<file path="src/hw/rtl/ofdm_dpsk_iq_tone_synthesizer_defines.svh">
// ============================================================================
// Assertion macros for the IQ tone synthesizer
// Concurrent check macros that compile to nothing when SYNTH is defined.
// ============================================================================
`ifndef OFDM_DPSK_IQ_TONE_SYNTHESIZER_DEFINES_SVH
`define OFDM_DPSK_IQ_TONE_SYNTHESIZER_DEFINES_SVH

`ifndef SYNTH
// Same-cycle implication, checked at every rising edge out of reset
`define ODT_ASSERT_IMPLIES(label, clk, rst_n, cond, prop) \
    label: assert property (@(posedge clk) disable iff (!rst_n) (cond) |-> (prop)) \
        else $error("odt assertion failed");
// Next-cycle implication
`define ODT_ASSERT_NEXT(label, clk, rst_n, cond, prop) \
    label: assert property (@(posedge clk) disable iff (!rst_n) (cond) |=> (prop)) \
        else $error("odt assertion failed");
`else
`define ODT_ASSERT_IMPLIES(label, clk, rst_n, cond, prop)
`define ODT_ASSERT_NEXT(label, clk, rst_n, cond, prop)
`endif

`endif

</file>
<file path="src/hw/rtl/odt_pkg.sv">
// ============================================================================
// odt_pkg
// Shared types and constants of the OFDM DPSK IQ tone synthesizer.
// ============================================================================
package odt_pkg;

    // Default geometry
    localparam int DEF_SYMBOL_LEN      = 192;
    localparam int DEF_BODY_LEN        = 160;
    localparam int DEF_PREFIX_LEN      = 32;
    localparam int DEF_TONE_COUNT      = 4;
    localparam int DEF_SINE_INDEX_BITS = 12;

    // Field widths
    localparam int OP_W           = 3;
    localparam int NIBBLE_W       = 4;
    localparam int SAMPLE_W       = 16;
    localparam int PHASE_W        = 32;
    localparam int MAX_TONE_COUNT = 8;
    localparam int DATA_STEP_COUNT = 4;

    // Configuration registers
    localparam int CFG_COUNT = 6;
    localparam int CFG_W     = 32;
    localparam int CFG_IDX_W = 3;

    localparam int REG_PRE_A  = 0;
    localparam int REG_PRE_B  = 1;
    localparam int REG_DATA0  = 2;

    localparam logic [CFG_W-1:0] CFG_RESET [CFG_COUNT] = '{
        32'd0,
        32'd0,
        32'd134217728,
        32'd161061274,
        32'd187904819,
        32'd214748365
    };

    // Item operation codes
    typedef enum logic [OP_W-1:0] {
        OP_PREAMBLE = 3'd0,
        OP_DATA     = 3'd1,
        OP_LOAD     = 3'd2,
        OP_CLEAR    = 3'd3,
        OP_RESTART  = 3'd4
    } op_t;

    // Control carried alongside each pipeline stage
    typedef struct packed {
        logic                      valid;
        logic                      preamble;
        logic [MAX_TONE_COUNT-1:0] flags;
    } odt_ctl_t;

endpackage

</file>
<file path="src/hw/rtl/odt_front.sv">
// ============================================================================
// odt_front
// Item intake, sample counter, DPSK flags, configuration registers and the
// per-lane phase multipliers feeding the phase register stage.
// ============================================================================
`include "ofdm_dpsk_iq_tone_synthesizer_defines.svh"

module odt_front
    import odt_pkg::*;
#(
    parameter int SYMBOL_LEN = DEF_SYMBOL_LEN,
    parameter int BODY_LEN   = DEF_BODY_LEN,
    parameter int PREFIX_LEN = DEF_PREFIX_LEN,
    parameter int TONE_COUNT = DEF_TONE_COUNT,
    parameter int LANE_COUNT = 2
)
(
    input  logic                                clk,
    input  logic                                rst_n,
    input  logic                                in_valid,
    output logic                                in_stall,
    input  logic [OP_W-1:0]                     op,
    input  logic [NIBBLE_W-1:0]                 nibble,
    input  logic                                cfg_wr_en,
    input  logic [CFG_IDX_W-1:0]                cfg_index,
    input  logic [CFG_W-1:0]                    cfg_wr_data,
    input  logic                                down_ready,
    output odt_ctl_t                            out_ctl,
    output logic [LANE_COUNT-1:0][PHASE_W-1:0]  phase
);

    localparam int IDX_W = (SYMBOL_LEN > 1) ? $clog2(SYMBOL_LEN) : 1;
    localparam logic [PHASE_W-1:0] BACK = PHASE_W'(BODY_LEN - PREFIX_LEN);

    logic [CFG_W-1:0]                   cfg_reg [CFG_COUNT];
    logic [IDX_W-1:0]                   sample_idx_reg;
    logic [IDX_W-1:0]                   sample_idx_next;
    logic [TONE_COUNT-1:0]              flags_reg;
    logic [TONE_COUNT-1:0]              flags_next;
    odt_ctl_t                           ctl_reg;
    odt_ctl_t                           ctl_next;
    logic [LANE_COUNT-1:0][PHASE_W-1:0] phase_reg;
    logic [LANE_COUNT-1:0][PHASE_W-1:0] phase_next;
    logic [IDX_W:0]                     idx_inc;
    logic [PHASE_W-1:0]                 mult;
    logic                               ready;
    logic                               accept;
    logic                               is_tick;
    logic                               is_pre;

    // Stage handshake
    assign ready    = !ctl_reg.valid || down_ready;
    assign in_stall = !ready;
    assign accept   = in_valid && ready;

    // Decode the item and work out the next counter and flags
    always_comb
    begin
        idx_inc         = {1'b0, sample_idx_reg} + 1'b1;
        sample_idx_next = sample_idx_reg;
        flags_next      = flags_reg;
        is_tick         = 1'b0;
        is_pre          = 1'b0;
        case (op_t'(op))
            OP_PREAMBLE:
            begin
                is_tick = 1'b1;
                is_pre  = 1'b1;
                if (32'(idx_inc) >= 32'(BODY_LEN) || 32'(idx_inc) >= 32'(SYMBOL_LEN))
                    sample_idx_next = '0;
                else
                    sample_idx_next = idx_inc[IDX_W-1:0];
            end
            OP_DATA:
            begin
                is_tick = 1'b1;
                if (32'(idx_inc) >= 32'(SYMBOL_LEN))
                    sample_idx_next = '0;
                else
                    sample_idx_next = idx_inc[IDX_W-1:0];
            end
            OP_LOAD:
            begin
                for (int t = 0; t < TONE_COUNT; t++)
                begin
                    if (t < NIBBLE_W)
                        flags_next[t] = flags_reg[t] ^ nibble[t];
                end
            end
            OP_CLEAR:
            begin
                flags_next = '0;
            end
            OP_RESTART:
            begin
                sample_idx_next = '0;
            end
            default:
            begin
                sample_idx_next = sample_idx_reg;
            end
        endcase
    end

    // Phase multiplier: data ticks take BODY_LEN - PREFIX_LEN back from the sample index
    assign mult = is_pre ? PHASE_W'(sample_idx_reg) : PHASE_W'(sample_idx_reg) - BACK;

    always_comb
    begin
        for (int t = 0; t < LANE_COUNT; t++)
        begin
            if (is_pre)
                phase_next[t] = ((t == 0) ? cfg_reg[REG_PRE_A] : cfg_reg[REG_PRE_B]) * mult;
            else
                phase_next[t] = cfg_reg[REG_DATA0 + (t % DATA_STEP_COUNT)] * mult;
        end
    end

    always_comb
    begin
        ctl_next.valid    = accept && is_tick;
        ctl_next.preamble = is_pre;
        ctl_next.flags    = MAX_TONE_COUNT'(flags_reg);
    end

    // Configuration registers; indexes beyond the list are dropped
    always_ff @(posedge clk or negedge rst_n)
    begin
        if (!rst_n)
        begin
            for (int r = 0; r < CFG_COUNT; r++)
                cfg_reg[r] <= CFG_RESET[r];
        end
        else if (cfg_wr_en && cfg_index < CFG_IDX_W'(CFG_COUNT))
        begin
            cfg_reg[cfg_index] <= cfg_wr_data;
        end
    end

    // Counter and flags advance on every accepted item
    always_ff @(posedge clk or negedge rst_n)
    begin
        if (!rst_n)
        begin
            sample_idx_reg <= '0;
            flags_reg      <= '0;
        end
        else if (accept)
        begin
            sample_idx_reg <= sample_idx_next;
            flags_reg      <= flags_next;
        end
    end

    // Stage control
    always_ff @(posedge clk or negedge rst_n)
    begin
        if (!rst_n)
            ctl_reg <= '0;
        else if (ready)
            ctl_reg <= ctl_next;
    end

    // Phase words
    always_ff @(posedge clk)
    begin
        if (ready && accept && is_tick)
            phase_reg <= phase_next;
    end

    assign out_ctl = ctl_reg;
    assign phase   = phase_reg;

    `ODT_ASSERT_IMPLIES(a_idx_range, clk, rst_n, 1'b1, 32'(sample_idx_reg) < 32'(SYMBOL_LEN))
    `ODT_ASSERT_NEXT(a_restart_zero, clk, rst_n, accept && op_t'(op) == OP_RESTART, sample_idx_reg == '0)
    `ODT_ASSERT_NEXT(a_clear_flags, clk, rst_n, accept && op_t'(op) == OP_CLEAR, flags_reg == '0)

endmodule

</file>
<file path="config.mk">
export PLATFORM = sky130hd
export DESIGN_NAME = odt_front
export DESIGN_NICKNAME = d
export VERILOG_FILES = /design/src/hw/rtl/odt_pkg.sv /design/src/hw/rtl/odt_front.sv
export VERILOG_INCLUDE_DIRS = /design/src /design/src/hw/rtl
export SDC_FILE = /design/constraint.sdc
export NUM_CORES = 2
export LEC_CHECK = 0
export BUFFER_PORTS_ARGS = -buffer_cell sky130_fd_sc_hd__clkbuf_2
export CAP_MARGIN = 20
export CORE_MARGIN = 2
export CORE_UTILIZATION = 53
export CTS_CLUSTER_SIZE = 12
export DETAILED_ROUTE_END_ITERATION = 12
export GPL_TIMING_DRIVEN = 0
export PLACE_DENSITY = 0.69
export SLEW_MARGIN = 20
export SYNTH_ARGS = -nofsm -noshare
export SYNTH_HDL_FRONTEND = slang
export SYNTH_SLANG_ARGS = --single-unit
</file>
<file path="constraint.sdc">
create_clock -name clk -period 12.1 [get_ports clk]
set_input_delay 1.815 -clock clk [delete_from_list [all_inputs] [get_ports clk]]
set_output_delay 1.815 -clock clk [all_outputs]
set_load 0.05 [all_outputs]
</file>
==> out/qor.csv <==
metric,value,unit
dpl cell area,60020,sq um
Post-Synthesis Cells,5940,
DRT Wirelength,187.6,mm
Placed Cells,7471,
Synth area leaders,"fa_1, ha_1, inv_1",
Finished Layout Cells,7542,
largest net degree at the start of global routing,82,
largest area contributor in the netlist,fa_1,
"Data arrival, critical path",12360,ps
post-synthesis sequential area ratio,0.09731,
GRT Residual Overflow,0,
CTS buffer count,31,
f_max,0.08345,GHz
Worst-Skew Late Latency,670,ps
"FF+latch count, synth",210,
chip height,333.3,um
drt wl/cell,24.87,um
Worst setup SP type,input pin,
H-tree Lvls,1,
FP Rows,120,
Crit Path Max Fanout,10,
# setup viols final,0,
grt met3 use,0.08855,
CTS tree,built,
Post-synth top cells,"inv_1, fa_1, nand2_1",
vias in the first global route,44040,
Yosys top cell area share,0.4318,
most common cell in the netlist,inv_1,
RSZ-0062 raised after global routing,false,
fin nets,7883,
"EDFF count, synth",64,
relative slew slack,0.08882,
hold_ws,465.5,ps
Die W,333.3,um
drc violations,0,
Crit path largest cell delay,580,ps
initial antenna violation count,26,
post-synth cell types,79,
M2 GR Usage,0.5179,
Root Buffer,clkbuf_16,
CTS sink cnt,210,
Fin. Hold Viols,0,
Hold Crit Class,reg -> reg,
Tmin final,11980,ps
pre-CTS WS,-4068,ps
Worst Skew,34.80,ps
CTS Buffer Depth,3,
fin crit share,0.9903,
max_cap viols,0,
Slew @ Worst Pin,1367,ps
CP most frequent cell,fa_1,
vias,42280,
share of layout cells above drive strength 1,0.06693,
synthesized area,57490,sq um
slowest cell on the critical path,fa_1,
I/O Buffers,117,
Main synth FF type,dfrtp_1,
Critical Path Sink Type,flip-flop,
max FFs per register,128,
vias per inst,5.606,
Setup CP Type,in -> reg,
"Avg Cell Area, Syn",9.678,sq um
grt met1 use,0.4781,
I/O Pins,122,
RePlAce Congestion,0.9957,
fillers,9544,
drt first pass iters,5,
cts hold-fix bufs,0,
final instance area,61300,sq um
core area,107400,sq um
fin worst setup slack,116.8,ps
Starting Density,0.5355,
hpwl dp,158.1,mm
DR iter-0 viols,4241,
number of synthesis warnings,0,
"Req. time, crit path",12470,ps
first-pass GRT wire length,281.1,mm
Post-synth ARST share,0.6952,
"Clk pin slew, worst setup/hold paths",60,ps
Pins Over Slew Limit,0,
gr busiest metal,met2,
total track usage,0.3482,
status,"complete, no violations",
P&R area growth vs syn,6.625,%
Die ar.,111100,sq um
DRT antenna net count,0,
## cell type report
cell class                      instances  area [sq um]  share of cell area
Antenna cell                           13         32.53           0.0005307
Buffer                                270          1149             0.01874
Clock buffer                           38         853.3             0.01392
Clock inverter                         20         202.7            0.003307
Inverter                             1400          5259             0.08579
Multi-Input combinational cell       4062         45720              0.7460
Sequential cell                       210          5594             0.09127
Tap cell                             1403          1755             0.02864
Timing Repair Buffer                  126         725.7             0.01184
## cells in the final DEF, fill, tap and decap left out, types with 129 or more instances in the layout
| cell | instances |
|---|---|
| and2_1 | 451 |
| ha_1 | 494 |
| inv_1 | 1398 |
| xnor2_1 | 248 |
| clkbuf_2 | 141 |
| a21oi_1 | 132 |
| mux2_2 | 129 |
| nand2_1 | 603 |
| fa_1 | 1240 |
| dfrtp_1 | 131 |
| clkbuf_1 | 206 |
## what timing repair did
item                       4_1_cts  5_1_grt
hold endpoints to repair         0        0
setup endpoints to repair       40       11
gates resized for setup         41       15
setup buffers                    0        1
pin swaps                        0        2
## stage by stage
stage / utilization / TNS, ps
4_1_cts: 0.5702 / -4.705
2_1_floorplan: - / 0
5_1_grt: 0.5707 / 0
3_5_place_dp: 0.5591 / -111280
6_report: 0.5710 / 0
3_3_place_gp: 0.5574 / -218580
## worst paths after layout
check | start | to | slack [ps] | depth (start not counted)
worst max-delay path | op[0] | phase[63]$_DFFE_PP_ | 120 | 38
worst min-delay path | out_ctl[1]$_DFFE_PN0N_ | out_ctl[1]$_DFFE_PN0N_ | 470 | 2
worst max register to register | sample_idx_reg[7]$_DFFE_PN0P_ | phase[63]$_DFFE_PP_ | 2180 | 33
worst min register to register | out_ctl[1]$_DFFE_PN0N_ | out_ctl[1]$_DFFE_PN0N_ | 470 | 2
max in group asynchronous | rst_n | cfg_reg[68]$_DFFE_PN1P_ | 9960 | 2
min in group asynchronous | rst_n | flags_reg[1]$_DFFE_PN0P_ | 1160 | 1
## kinds of logic after synthesis
logic type | share of synthesized area
simple gates | 0.1184
buf+inv | 0.1097
flops | 0.09731
other cells | 0.00006523
compound gates | 0.05067
fa+ha+maj | 0.5425
xor+xnor | 0.05470
mux | 0.02666
## critical path, delay by kind of cell
kind	cells	cell delay, ps
buffers and inverters	13	2940
adders and majority gates	10	4190
xor gates and xnor gates	2	370
and+or+nand+nor	3	840
AOI/OAI and AO/OA	10	2140
## per-layer routing
metal,part of all wire,up-vias
met5,0.00036,-
met4,0.057,10
met3,0.11,362
met2,0.44,1919
met1,0.39,21930
li1,-,18060
Power is left out: the tool's default activity adds up to more than one toggle a clock period on the data nets, which glitch-free logic cannot reach.
