==> config.mk <==
export PLATFORM = sky130hd
export DESIGN_NAME = odt_mix
export DESIGN_NICKNAME = d
export VERILOG_FILES = /design/src/hw/rtl/odt_pkg.sv /design/src/hw/rtl/odt_mix.sv
export VERILOG_INCLUDE_DIRS = /design/src /design/src/hw/rtl
export SDC_FILE = /design/constraint.sdc
export NUM_CORES = 1
export LEC_CHECK = 0
export ABC_AREA = 1
export BUFFER_PORTS_ARGS = -buffer_cell sky130_fd_sc_hd__buf_2
export CORE_MARGIN = 2
export CORE_UTILIZATION = 25
export CTS_BUF_LIST = sky130_fd_sc_hd__clkbuf_2
export CTS_CLUSTER_SIZE = 16
export DETAILED_ROUTE_END_ITERATION = 16
export SYNTH_ARGS = -nofsm -noshare
export SYNTH_HDL_FRONTEND = slang
export SYNTH_SLANG_ARGS = --single-unit
export TNS_END_PERCENT = 1
==> constraint.sdc <==
create_clock -name clk -period 3.1 [get_ports clk]
set_input_delay 0.62 -clock clk [delete_from_list [all_inputs] [get_ports clk]]
set_output_delay 0.62 -clock clk [all_outputs]
set_load 0.01 [all_outputs]
==> src/hw/rtl/ofdm_dpsk_iq_tone_synthesizer_defines.svh <==
// ============================================================================
// Assertion macros for the IQ tone synthesizer
// Concurrent check macros that compile to nothing when SYNTH is defined.
// ============================================================================
`ifndef OFDM_DPSK_IQ_TONE_SYNTHESIZER_DEFINES_SVH
`define OFDM_DPSK_IQ_TONE_SYNTHESIZER_DEFINES_SVH

`ifndef SYNTH
// Same-cycle implication, checked at every rising edge out of reset
`define ODT_ASSERT_IMPLIES(label, clk, rst_n, cond, prop) \
    label: assert property (@(posedge clk) disable iff (!rst_n) (cond) |-> (prop)) \
        else $error("odt assertion failed");
// Next-cycle implication
`define ODT_ASSERT_NEXT(label, clk, rst_n, cond, prop) \
    label: assert property (@(posedge clk) disable iff (!rst_n) (cond) |=> (prop)) \
        else $error("odt assertion failed");
`else
`define ODT_ASSERT_IMPLIES(label, clk, rst_n, cond, prop)
`define ODT_ASSERT_NEXT(label, clk, rst_n, cond, prop)
`endif

`endif

==> src/hw/rtl/odt_pkg.sv <==
// ============================================================================
// odt_pkg
// Shared types and constants of the OFDM DPSK IQ tone synthesizer.
// ============================================================================
package odt_pkg;

    // Default geometry
    localparam int DEF_SYMBOL_LEN      = 192;
    localparam int DEF_BODY_LEN        = 160;
    localparam int DEF_PREFIX_LEN      = 32;
    localparam int DEF_TONE_COUNT      = 4;
    localparam int DEF_SINE_INDEX_BITS = 12;

    // Field widths
    localparam int OP_W           = 3;
    localparam int NIBBLE_W       = 4;
    localparam int SAMPLE_W       = 16;
    localparam int PHASE_W        = 32;
    localparam int MAX_TONE_COUNT = 8;
    localparam int DATA_STEP_COUNT = 4;

    // Configuration registers
    localparam int CFG_COUNT = 6;
    localparam int CFG_W     = 32;
    localparam int CFG_IDX_W = 3;

    localparam int REG_PRE_A  = 0;
    localparam int REG_PRE_B  = 1;
    localparam int REG_DATA0  = 2;

    localparam logic [CFG_W-1:0] CFG_RESET [CFG_COUNT] = '{
        32'd0,
        32'd0,
        32'd134217728,
        32'd161061274,
        32'd187904819,
        32'd214748365
    };

    // Item operation codes
    typedef enum logic [OP_W-1:0] {
        OP_PREAMBLE = 3'd0,
        OP_DATA     = 3'd1,
        OP_LOAD     = 3'd2,
        OP_CLEAR    = 3'd3,
        OP_RESTART  = 3'd4
    } op_t;

    // Control carried alongside each pipeline stage
    typedef struct packed {
        logic                      valid;
        logic                      preamble;
        logic [MAX_TONE_COUNT-1:0] flags;
    } odt_ctl_t;

endpackage

==> src/hw/rtl/odt_mix.sv <==
// ============================================================================
// odt_mix
// Tone summing, scaling and saturation into the result register, with the
// output handshake.
// ============================================================================
`include "ofdm_dpsk_iq_tone_synthesizer_defines.svh"

module odt_mix
    import odt_pkg::*;
#(
    parameter int TONE_COUNT = DEF_TONE_COUNT,
    parameter int LANE_COUNT = 2
)
(
    input  logic                                clk,
    input  logic                                rst_n,
    input  odt_ctl_t                            in_ctl,
    input  logic [LANE_COUNT-1:0][SAMPLE_W-1:0] sin_lane,
    input  logic [LANE_COUNT-1:0][SAMPLE_W-1:0] cos_lane,
    output logic                                ready,
    output logic                                out_valid,
    input  logic                                out_stall,
    output logic signed [SAMPLE_W-1:0]          i_sample,
    output logic signed [SAMPLE_W-1:0]          q_sample
);

    localparam int SUM_W = SAMPLE_W + $clog2(LANE_COUNT) + 1;
    localparam logic signed [SUM_W-1:0] SAT_HI = SUM_W'((1 << (SAMPLE_W - 1)) - 1);
    localparam logic signed [SUM_W-1:0] SAT_LO = -SUM_W'(1 << (SAMPLE_W - 1));

    logic signed [SUM_W-1:0]    acc_i;
    logic signed [SUM_W-1:0]    acc_q;
    logic signed [SUM_W-1:0]    scl_i;
    logic signed [SUM_W-1:0]    scl_q;
    logic signed [SAMPLE_W-1:0] i_sample_next;
    logic signed [SAMPLE_W-1:0] q_sample_next;
    logic signed [SAMPLE_W-1:0] i_sample_reg;
    logic signed [SAMPLE_W-1:0] q_sample_reg;
    logic                       out_valid_reg;

    // Result register is free or being taken
    assign ready = !out_valid_reg || !out_stall;

    // Sum the lanes: two tones for the preamble, signed tones for data
    always_comb
    begin
        acc_i = '0;
        acc_q = '0;
        if (in_ctl.preamble)
        begin
            acc_i = SUM_W'($signed(cos_lane[0])) + SUM_W'($signed(cos_lane[1]));
            acc_q = SUM_W'($signed(sin_lane[0])) + SUM_W'($signed(sin_lane[1]));
            scl_i = acc_i >>> 1;
            scl_q = acc_q >>> 1;
        end
        else
        begin
            for (int t = 0; t < LANE_COUNT; t++)
            begin
                if (t < TONE_COUNT)
                begin
                    if (in_ctl.flags[t])
                    begin
                        acc_i = acc_i - SUM_W'($signed(cos_lane[t]));
                        acc_q = acc_q - SUM_W'($signed(sin_lane[t]));
                    end
                    else
                    begin
                        acc_i = acc_i + SUM_W'($signed(cos_lane[t]));
                        acc_q = acc_q + SUM_W'($signed(sin_lane[t]));
                    end
                end
            end
            scl_i = acc_i >>> 2;
            scl_q = acc_q >>> 2;
        end
    end

    // Saturate to the sample range
    always_comb
    begin
        if (scl_i > SAT_HI)
            i_sample_next = SAT_HI[SAMPLE_W-1:0];
        else if (scl_i < SAT_LO)
            i_sample_next = SAT_LO[SAMPLE_W-1:0];
        else
            i_sample_next = scl_i[SAMPLE_W-1:0];

        if (scl_q > SAT_HI)
            q_sample_next = SAT_HI[SAMPLE_W-1:0];
        else if (scl_q < SAT_LO)
            q_sample_next = SAT_LO[SAMPLE_W-1:0];
        else
            q_sample_next = scl_q[SAMPLE_W-1:0];
    end

    always_ff @(posedge clk or negedge rst_n)
    begin
        if (!rst_n)
            out_valid_reg <= 1'b0;
        else if (ready)
            out_valid_reg <= in_ctl.valid;
    end

    // Hold the result item until taken
    always_ff @(posedge clk)
    begin
        if (ready && in_ctl.valid)
        begin
            i_sample_reg <= i_sample_next;
            q_sample_reg <= q_sample_next;
        end
    end

    assign out_valid = out_valid_reg;
    assign i_sample  = i_sample_reg;
    assign q_sample  = q_sample_reg;

    `ODT_ASSERT_IMPLIES(a_out_source, clk, rst_n, $rose(out_valid_reg), $past(in_ctl.valid))

endmodule

==> impl_metrics.toml, run 1 <==
[yosys]
synth_enable_flop_cells = 32
synth.cells.most_frequent = "299 x sky130_fd_sc_hd__nand2_1, 143 x sky130_fd_sc_hd__nor2_1, 134 x sky130_fd_sc_hd__inv_1"
post_synthesis_cell_area_um2 = 6345
synth-seq-area-share_pct = 15.54
yosysMostFrequentCell = "sky130_fd_sc_hd__nand2_1"
synth_largest_area_cell = "sky130_fd_sc_hd__nand2_1"
async_flop_share_pct = 3.030
synth-main-ff-cell = "sky130_fd_sc_hd__edfxtp_1"
synth-warning-count = 0
synth.top_cell.area_share_pct = 17.69
synth.lib_cells_used.distinct = 40
ys_top_cells_by_area = "sky130_fd_sc_hd__nand2_1 18%, sky130_fd_sc_hd__edfxtp_1 15%, sky130_fd_sc_hd__ha_1 13%"
syn-mean-instance-area_um2 = 5.919
ys_seq_elements = 33
gate_count_post_synth = 1072
syn_nets = 1217

[placement]
gpl.final_weighted_congestion = 0.9443
place.detailed.hpwl_um = 19430
place_worst_setup_slack_ps = -270.7
post_dp_cell_area_um2 = 8092
buffer_ports.inserted = 104

[drt]
via_per_inst = 4.679
wire_per_inst_um = 13.73
drt-initial-drc-count = 500
postRouteWirelength_um = 22230
vias = 7575
detail_route.first_pass.iterations = 5
antenna_violating_nets_post_route = 0
drcViolationCount = 0

[die]
dieWidth_um = 163.3
ports_placed_on_the_boundary = 111
start_util_pct = 25.34
floorplan.die_area_um2 = 26670
core-area_um2 = 25040
cell_row_count = 58
die_h_um = 163.3

[timing]
finalSetupViolations = 0
min_period_over_period_pct = 95.04
normalized_max_slew_margin_pct = 71.04
fmaxAchievable_mhz = 339.4
skew_ps = 49.13
report.final.slew_viol_count = 0
hold_slack_ps = 423.8
timing.final.ws_setup_ps = 153.8
final_report_hold_violation_count = 0
period_needed_ps = 2946
grt_setup_unrepaired = "yes"
worst_pin_slew_ps = 429.9
tns_setup_ps = 0

[clock_network]
cts.clk_slew.worst_paths_ps = 200
cts_buffers = 5
clock_sink_count = 33
h-tree-depth = 2
cts_tree = "done"
clock_path_buffers = 2
cts_setup_buffers = 0
clkLatencyLatePin_ps = 410
cts-root-buf = "sky130_fd_sc_hd__clkbuf_2"

[global_route]
antenna_found_initial = 5
grt_first_pass_wirelength_um = 34710
grt_max_degree = 33
globalRouteTotalUtil_pct = 16.32
first_global_vias = 6831
overflow = 0

[cells_and_area]
nets = 1430
final_layout_size_suffix_gt1_share_pct = 19.28
final_core_utilization_pct = 32.82
p_r_area_growth_vs_syn_pct = 29.52
final_cell_area_um2 = 8218

[critical_path]
worstReg2RegStart = "out_valid"
timing.setup.critical_path_class = "in2reg"
worst_setup_path_startpoint = "sin_lane[17]"
critPathMaxFanout = 4
crit_path_end_kind = "flip-flop"
worst_ep_arrival_time_ps = 3120
startpoint_type = "primary input"
crit_required_ps = 3280

[pwr]
power.density_nw_per_um2 = 329.7
p_leak_nw = 4.316
max-vdd-ir-drop_uv = 167.9

[run_status]
status = "finished clean"

[worst_hold_path]
worst_hold_startpoint = "in_ctl[9]"
worstHoldPathType = "in2reg"

[job]
max_cap_viol_count = 0
==> worst max-delay path, cell delays in order <==
cell,delay [ps]
sky130_fd_sc_hd__buf_2,100
sky130_fd_sc_hd__inv_1,70
sky130_fd_sc_hd__ha_1,170
sky130_fd_sc_hd__nand4_1,140
sky130_fd_sc_hd__nor3_2,240
sky130_fd_sc_hd__buf_4,130
sky130_fd_sc_hd__nor2_1,40
sky130_fd_sc_hd__xor2_1,130
sky130_fd_sc_hd__inv_1,60
sky130_fd_sc_hd__ha_1,380
sky130_fd_sc_hd__nand2_1,120
sky130_fd_sc_hd__nor2_1,180
sky130_fd_sc_hd__nand2_1,100
sky130_fd_sc_hd__o211ai_1,290
sky130_fd_sc_hd__a21oi_1,100
sky130_fd_sc_hd__o21ai_0,110
sky130_fd_sc_hd__nand2_1,140
==> what timing repair did <==
action,4_1_cts,5_1_grt
setup endpoints to repair,0,11
hold buffers,1,0
resized for setup,0,13
endpoints found under the hold margin,1,0
==> power breakdown <==
part / internal [mW] / switching [mW] / total, mW / leakage [nW]
clock network: 0.138 / 0.154 / 0.292 / 0.0406
registers: 0.570 / 0.0116 / 0.582 / 0.316
logic: 0.744 / 1.09 / 1.84 / 3.96
total: 1.45 / 1.26 / 2.71 / 4.32
==> cells in the final DEF, fill, tap and decap left out, drive strengths merged, types with 3 or more instances in the layout <==
| master | synthesis | routed |
|---|---|---|
| xnor2 | 19 | 19 |
| nand2 | 302 | 302 |
| nand3 | 80 | 80 |
| nor3 | 11 | 11 |
| a21oi | 101 | 101 |
| a31oi | 4 | 4 |
| clkbuf | 8 | 6 |
| o211ai | 4 | 4 |
| o21ai | 63 | 63 |
| or2 | 5 | 5 |
| nor4 | 4 | 4 |
| diode | 0 | 3 |
| ha | 66 | 66 |
| nand4 | 8 | 8 |
| nor2 | 145 | 145 |
| buf | 4 | 217 |
| o31ai | 5 | 5 |
| xor2 | 41 | 41 |
| inv | 136 | 136 |
| clkinv | 2 | 3 |
| edfxtp | 32 | 32 |
| o21bai | 5 | 5 |
| a21o | 7 | 7 |
| nand3b | 10 | 10 |
==> logic make-up after synthesis <==
kind of cell,synth area share [%]
simple gates,36.84
compound gates,16.64
buf+inv,8.894
fa+ha+maj,13.65
xor+xnor,8.282
flops,15.54
mux,0.1578
==> area by class of cell <==
class | count | area [µm²]
Inverter | 138 | 518.0
Tap cell | 330 | 412.9
Clock inverter | 2 | 33.78
Fill cell | 2791 | 16820
Antenna cell | 3 | 7.507
Timing Repair Buffer | 218 | 1379
Sequential cell | 33 | 985.9
Clock buffer | 6 | 30.03
Multi-Input combinational cell | 889 | 4851
==> routing by layer <==
metal | track usage, % | part of all wire (%) | vias to the layer above
met4 | 4.385 | 1.6 | 4
met5 | 0 | 0.094 | -
li1 | - | - | 3968
met2 | 24.93 | 42 | 199
met3 | 2.209 | 6.1 | 29
met1 | 23.89 | 51 | 3375
==> path summary, 6_finish.rpt <==
kind                       slack (ps)     endpoint  cells after the start
max                               150  q_sample[7]                     17
min                               420    out_valid                      3
max reg2reg                      1740  i_sample[0]                      2
min reg2reg                       610    out_valid                      2
max in group asynchronous        2550    out_valid                      2
min in group asynchronous         470    out_valid                      2
==> metrics by stage <==
step,cells,power [mW]
2_1_floorplan,1072,1.695
5_1_grt,1617,2.967
4_1_cts,1616,2.698
3_3_place_gp,1607,2.375
3_5_place_dp,1607,2.395
6_report,1619,2.710
No activity file was read; power rests on OpenSTA's default activity.
==> run 2: changes to the inputs <==
CORE_UTILIZATION = 60   (was 25)
PLACE_DENSITY = 0.85   (was default)
==> impl_metrics.toml, run 2 (same netlist as run 1, synthesis figures left out) <==
[run_status]
status = "finished clean"

[cells_and_area]
mostFrequentLayoutCells = "298 x sky130_fd_sc_hd__nand2_1, 139 x sky130_fd_sc_hd__nor2_1, 133 x sky130_fd_sc_hd__inv_1"
layout.filler_cells = 893
most_common_cell_after_layout_fill_and_taps_aside = "sky130_fd_sc_hd__nand2_1"
final_layout_size_suffix_gt1_share_pct = 18.82
p_r_area_growth_vs_syn_pct = 24.43
diodes = 0
nets = 1419
final_core_utilization_pct = 76.82

[pwr]
max-vdd-ir-drop_uv = 254.3
p_leak_nw = 4.257
power.density_nw_per_um2 = 335.2

[global_route]
antenna_found_initial = 0
globalRouteTotalUtil_pct = 36.72
groute.layer.met1.usage_pct = 54.13
first_global_vias = 7132
grt_max_degree = 33
overflow = 0
global_route.usage.met2_pct = 55.46
global_route.peak_usage_layer = "met2"
met3_track_utilization_from_global_routing_pct = 7.416
grt_first_pass_wirelength_um = 33530

[critical_path]
timing.setup.critical_path_class = "in2reg"
critPathMaxFanout = 3
cpLargestDelayFamily = "simple AND/OR/NAND/NOR gates"
critPathBufInv = 4
startpoint_type = "primary input"
crit_path_end_kind = "flip-flop"
crit_required_ps = 3290
timing.critical_path.mode_cell = "sky130_fd_sc_hd__nand2_1"
worst_path_largest_cell_delay_ps = 300
worst_ep_arrival_time_ps = 3240
path_cells = "buf_2 > inv_1 > ha_2 > nand4_1 > nor3_2 > nand2_1 > nand2_2 > o21ai_1 > xor2_1 > inv_1 > ha_4 > buf_4 > nand2_1 > nor3_1 > nand2_1 > nand3_1 > nand2_1 > nor2_1 > nor2_1"
critPathSlowestCell = "sky130_fd_sc_hd__xor2_1"

[clock_network]
cts_buffers = 5
clkLatencyLatePin_ps = 420
clock_sink_count = 33
cts-root-buf = "sky130_fd_sc_hd__clkbuf_2"
clock_path_buffers = 2
h-tree-depth = 2
cts_tree = "done"
cts.clk_slew.worst_paths_ps = 190

[placement]
place.detailed.hpwl_um = 17490
gpl.final_weighted_congestion = 1.009
buffer_ports.inserted = 104

[die]
start_util_pct = 61.74
floorplan.die_area_um2 = 11410
dieWidth_um = 106.8
die_h_um = 106.8
core-area_um2 = 10280
cell_row_count = 37
ports_placed_on_the_boundary = 111

[drt]
wire_per_inst_um = 14.74
postRouteWirelength_um = 20790
detail_route.first_pass.iterations = 7
vias = 7882
via_per_inst = 5.586
drcViolationCount = 0
drt-initial-drc-count = 728
antenna_violating_nets_post_route = 0

[timing]
final_report_hold_violation_count = 0
fmaxAchievable_mhz = 327.3
min_period_over_period_pct = 98.57
worst_pin_slew_ps = 525.5
skew_ps = 30.80
report.final.slew_viol_count = 0
hold_slack_ps = 471.7
period_needed_ps = 3056
finalSetupViolations = 0
grt_setup_unrepaired = "yes"
normalized_max_slew_margin_pct = 64.81

[job]
max_cap_viol_count = 0

[worst_hold_path]
worstHoldPathType = "in2reg"
run 2: metal layers:
layer	wire length [µm]	share of wire, %
met3	2452	12
met2	8544	41
met5	0	0
met4	428	2.1
met1	9368	45
run 2: worst paths after layout:
path	startpoint	end	slack, ps	cells after the start
max	sin_lane[17]	q_sample[14]	40	19
min	in_ctl[9]	out_valid	470	3
max reg2reg	out_valid	i_sample[11]	1770	2
min reg2reg	out_valid	out_valid	610	2
max in group asynchronous	rst_n	out_valid	2510	2
min in group asynchronous	rst_n	out_valid	510	2
run 2: area by class of cell:
| class | count | area, µm² | share of cell area, % |
|---|---|---|---|
| Sequential cell | 33 | 985.9 | 12.49 |
| Clock buffer | 5 | 25.02 | 0.3170 |
| Tap cell | 136 | 170.2 | 2.155 |
| Timing Repair Buffer | 207 | 1321 | 16.74 |
| Clock inverter | 3 | 12.51 | 0.1585 |
| Multi-Input combinational cell | 889 | 4862 | 61.58 |
| Inverter | 138 | 518.0 | 6.561 |
run 2: per-stage QoR:
step	setup WS (ps)	power (mW)	TNS [ps]	cell area [µm²]	std cells
2_1_floorplan	201.9	1.695	0	6345	1072
3_3_place_gp	-191.3	2.320	-1971	7791	1402
3_5_place_dp	-259.4	2.363	-3206	7791	1402
4_1_cts	202.8	2.582	0	7839	1411
5_1_grt	-69.45	2.866	-83.03	7895	1411
6_report	44.33	2.647	0	7895	1411
run 2: power breakdown:
part	internal (mW)	leakage [nW]	switching [mW]
sequential	0.570	0.316	0.0121
combinational	0.739	3.91	1.11
clock	0.0493	0.0278	0.170
total	1.36	4.26	1.29
run 2: worst register-to-register path, stage by stage (launching register included):
cell                      delay [ps]
sky130_fd_sc_hd__dfrtp_1         450
sky130_fd_sc_hd__a21oi_4         130
sky130_fd_sc_hd__buf_4           410
run 2: repair_timing:
action,in CTS,in global routing
setup endpoints to repair,0,8
endpoints found under the hold margin,1,0
hold buffers,1,0
gates resized for setup,0,16
setup buffers,0,0
==> run 3: changes to the inputs <==
PLACE_DENSITY = 0.95   (was 0.85)
==> impl_metrics.toml, run 3 (same netlist as run 1, synthesis figures left out) <==
[cells_and_area]
nets = 1384
final-instance-count-excl-fill = 1377
final_layout_size_suffix_gt1_share_pct = 17.02
area_occupied_by_multi_input_gates_um2 = 4911
mostFrequentLayoutCells = "298 x sky130_fd_sc_hd__nand2_1, 139 x sky130_fd_sc_hd__nor2_1, 133 x sky130_fd_sc_hd__inv_1"
seq_area_um2 = 985.9
layout.filler_cells = 810
most_common_cell_after_layout_fill_and_taps_aside = "sky130_fd_sc_hd__nand2_1"
p_r_area_growth_vs_syn_pct = 20.94

[worst_hold_path]
worst_hold_path_cells = 3
holdPathEnd = "out_valid"
worstHoldPathType = "in2reg"
worst_hold_startpoint = "in_ctl[9]"

[timing]
min_period_over_period_pct = 97.09
normalized_max_slew_margin_pct = 37.93
report.final.slew_viol_count = 0
period_needed_ps = 3010
hold_slack_ps = 508.3
skew_ps = 23.12
final_report_hold_violation_count = 0
worst_pin_slew_ps = 929.0
grt_setup_unrepaired = "yes"
timing.final.ws_setup_ps = 90.18
finalSetupViolations = 0
fmaxAchievable_mhz = 332.2

[clock_network]
cts_setup_buffers = 0
clock_sink_count = 33
h-tree-depth = 2
cts_tree = "done"
cts-root-buf = "sky130_fd_sc_hd__clkbuf_2"
cts_buffers = 5
cts.clk_slew.worst_paths_ps = 180
clock_path_buffers = 2
clkLatencyLatePin_ps = 360

[critical_path]
startpoint_type = "primary input"
rr_endpoint = "i_sample[10]"
timing.critical_path.mode_cell = "sky130_fd_sc_hd__nand2_1"
worst_path_largest_cell_delay_ps = 300
ff2ff_setup_slack_ps = 1540
timing.setup.critical_path_class = "in2reg"
crit_path_end_kind = "flip-flop"
critical_path_depth = 20
cpLargestDelayFamily = "simple AND/OR/NAND/NOR gates"
crit_required_ps = 3250
critPathMaxFanout = 3
worst_ep_arrival_time_ps = 3160
reg2reg_depth = 1
critPathSlowestCell = "sky130_fd_sc_hd__ha_4"
critPathBufInv = 3
worstReg2RegStart = "out_valid"
path_cells = "buf_2 > inv_1 > ha_4 > nand4_1 > nor3_2 > nand2_1 > nand2_1 > o21ai_1 > xor2_1 > inv_1 > ha_4 > nand2_2 > nor2_4 > nand3_1 > nor2_1 > nand2_1 > nand3_2 > nand3_1 > nand3_1 > nand2_1"

[global_route]
antenna_found_initial = 1
globalRouteTotalUtil_pct = 33.72
first_global_vias = 6856
grt_max_degree = 33
overflow = 0
grt_first_pass_wirelength_um = 31160

[drt]
via_per_inst = 5.747
postRouteWirelength_um = 19590
detail_route.first_pass.iterations = 6
antenna_violating_nets_post_route = 0
drt-initial-drc-count = 862
drcViolationCount = 0
vias = 7914
wire_per_inst_um = 14.22

[die]
ports_placed_on_the_boundary = 111
die_h_um = 106.8
core-area_um2 = 10280
start_util_pct = 61.74
floorplan.die_area_um2 = 11410
cell_row_count = 37
dieWidth_um = 106.8

[placement]
place_worst_setup_slack_ps = -312.7
place.detailed.hpwl_um = 16330
dpl.cell_count = 1367
gpl.final_weighted_congestion = 1.048
buffer_ports.inserted = 104

[job]
max_cap_viol_count = 0

[pwr]
max-vdd-ir-drop_uv = 202.8
power.density_nw_per_um2 = 332.7
p_leak_nw = 4.093

[run_status]
status = "finished clean"
run 3: layout make-up:
type | count | share of cell area (%)
tap | 136 | 2.218
clock buffer | 6 | 0.3913
antenna | 1 | 0.03261
sequential | 33 | 12.85
inverter | 138 | 6.750
clock inverter | 2 | 0.1304
multi-input combinational | 889 | 64.00
timing repair buffer | 172 | 13.63
run 3: how the worst max path moves through the flow:
stage	startpoint	endpoint	slack (ps)
5_1_grt	sin_lane[1]	q_sample[15]	-100
3_3_place_gp	sin_lane[17]	q_sample[15]	-160
4_1_cts	sin_lane[17]	q_sample[15]	90
6_report	sin_lane[16]	q_sample[15]	90
3_5_place_dp	sin_lane[17]	q_sample[15]	-310
2_1_floorplan	sin_lane[17]	q_sample[15]	200
run 3: timing repair:
item                                   in CTS  in global routing
hold buffers                                0                  1
resized for setup                           0                 21
setup endpoints to repair                   0                 10
endpoints found under the hold margin       0                  1
run 3: stage by stage:
step | util, % | power, mW | cell area, µm² | setup TNS, ps
4_1_cts | 73.52 | 2.460 | 7556 | 0
2_1_floorplan | - | 1.695 | 6345 | 0
3_3_place_gp | 73.13 | 2.207 | 7516 | -980.6
5_1_grt | 74.67 | 2.770 | 7674 | -157.6
6_report | 74.67 | 2.553 | 7674 | 0
3_5_place_dp | 73.13 | 2.266 | 7516 | -2083
run 3: power breakdown:
part	leakage, nW	internal [mW]	switching, mW
Clock	0.0327	0.0568	0.136
Sequential	0.316	0.570	0.0101
Combinational	3.74	0.690	1.09
run 3: worst min-delay path, stage by stage:
cell and delay (ps):
sky130_fd_sc_hd__buf_2 70, sky130_fd_sc_hd__inv_1 60, sky130_fd_sc_hd__nand2_1 70
run 3: metal layers:
| layer | track usage (%) | wire length (µm) |
|---|---|---|
| met1 | 48.75 | 8251 |
| met4 | 6.772 | 376 |
| met5 | 0 | 0 |
| met2 | 52.05 | 8167 |
| met3 | 7.052 | 2792 |
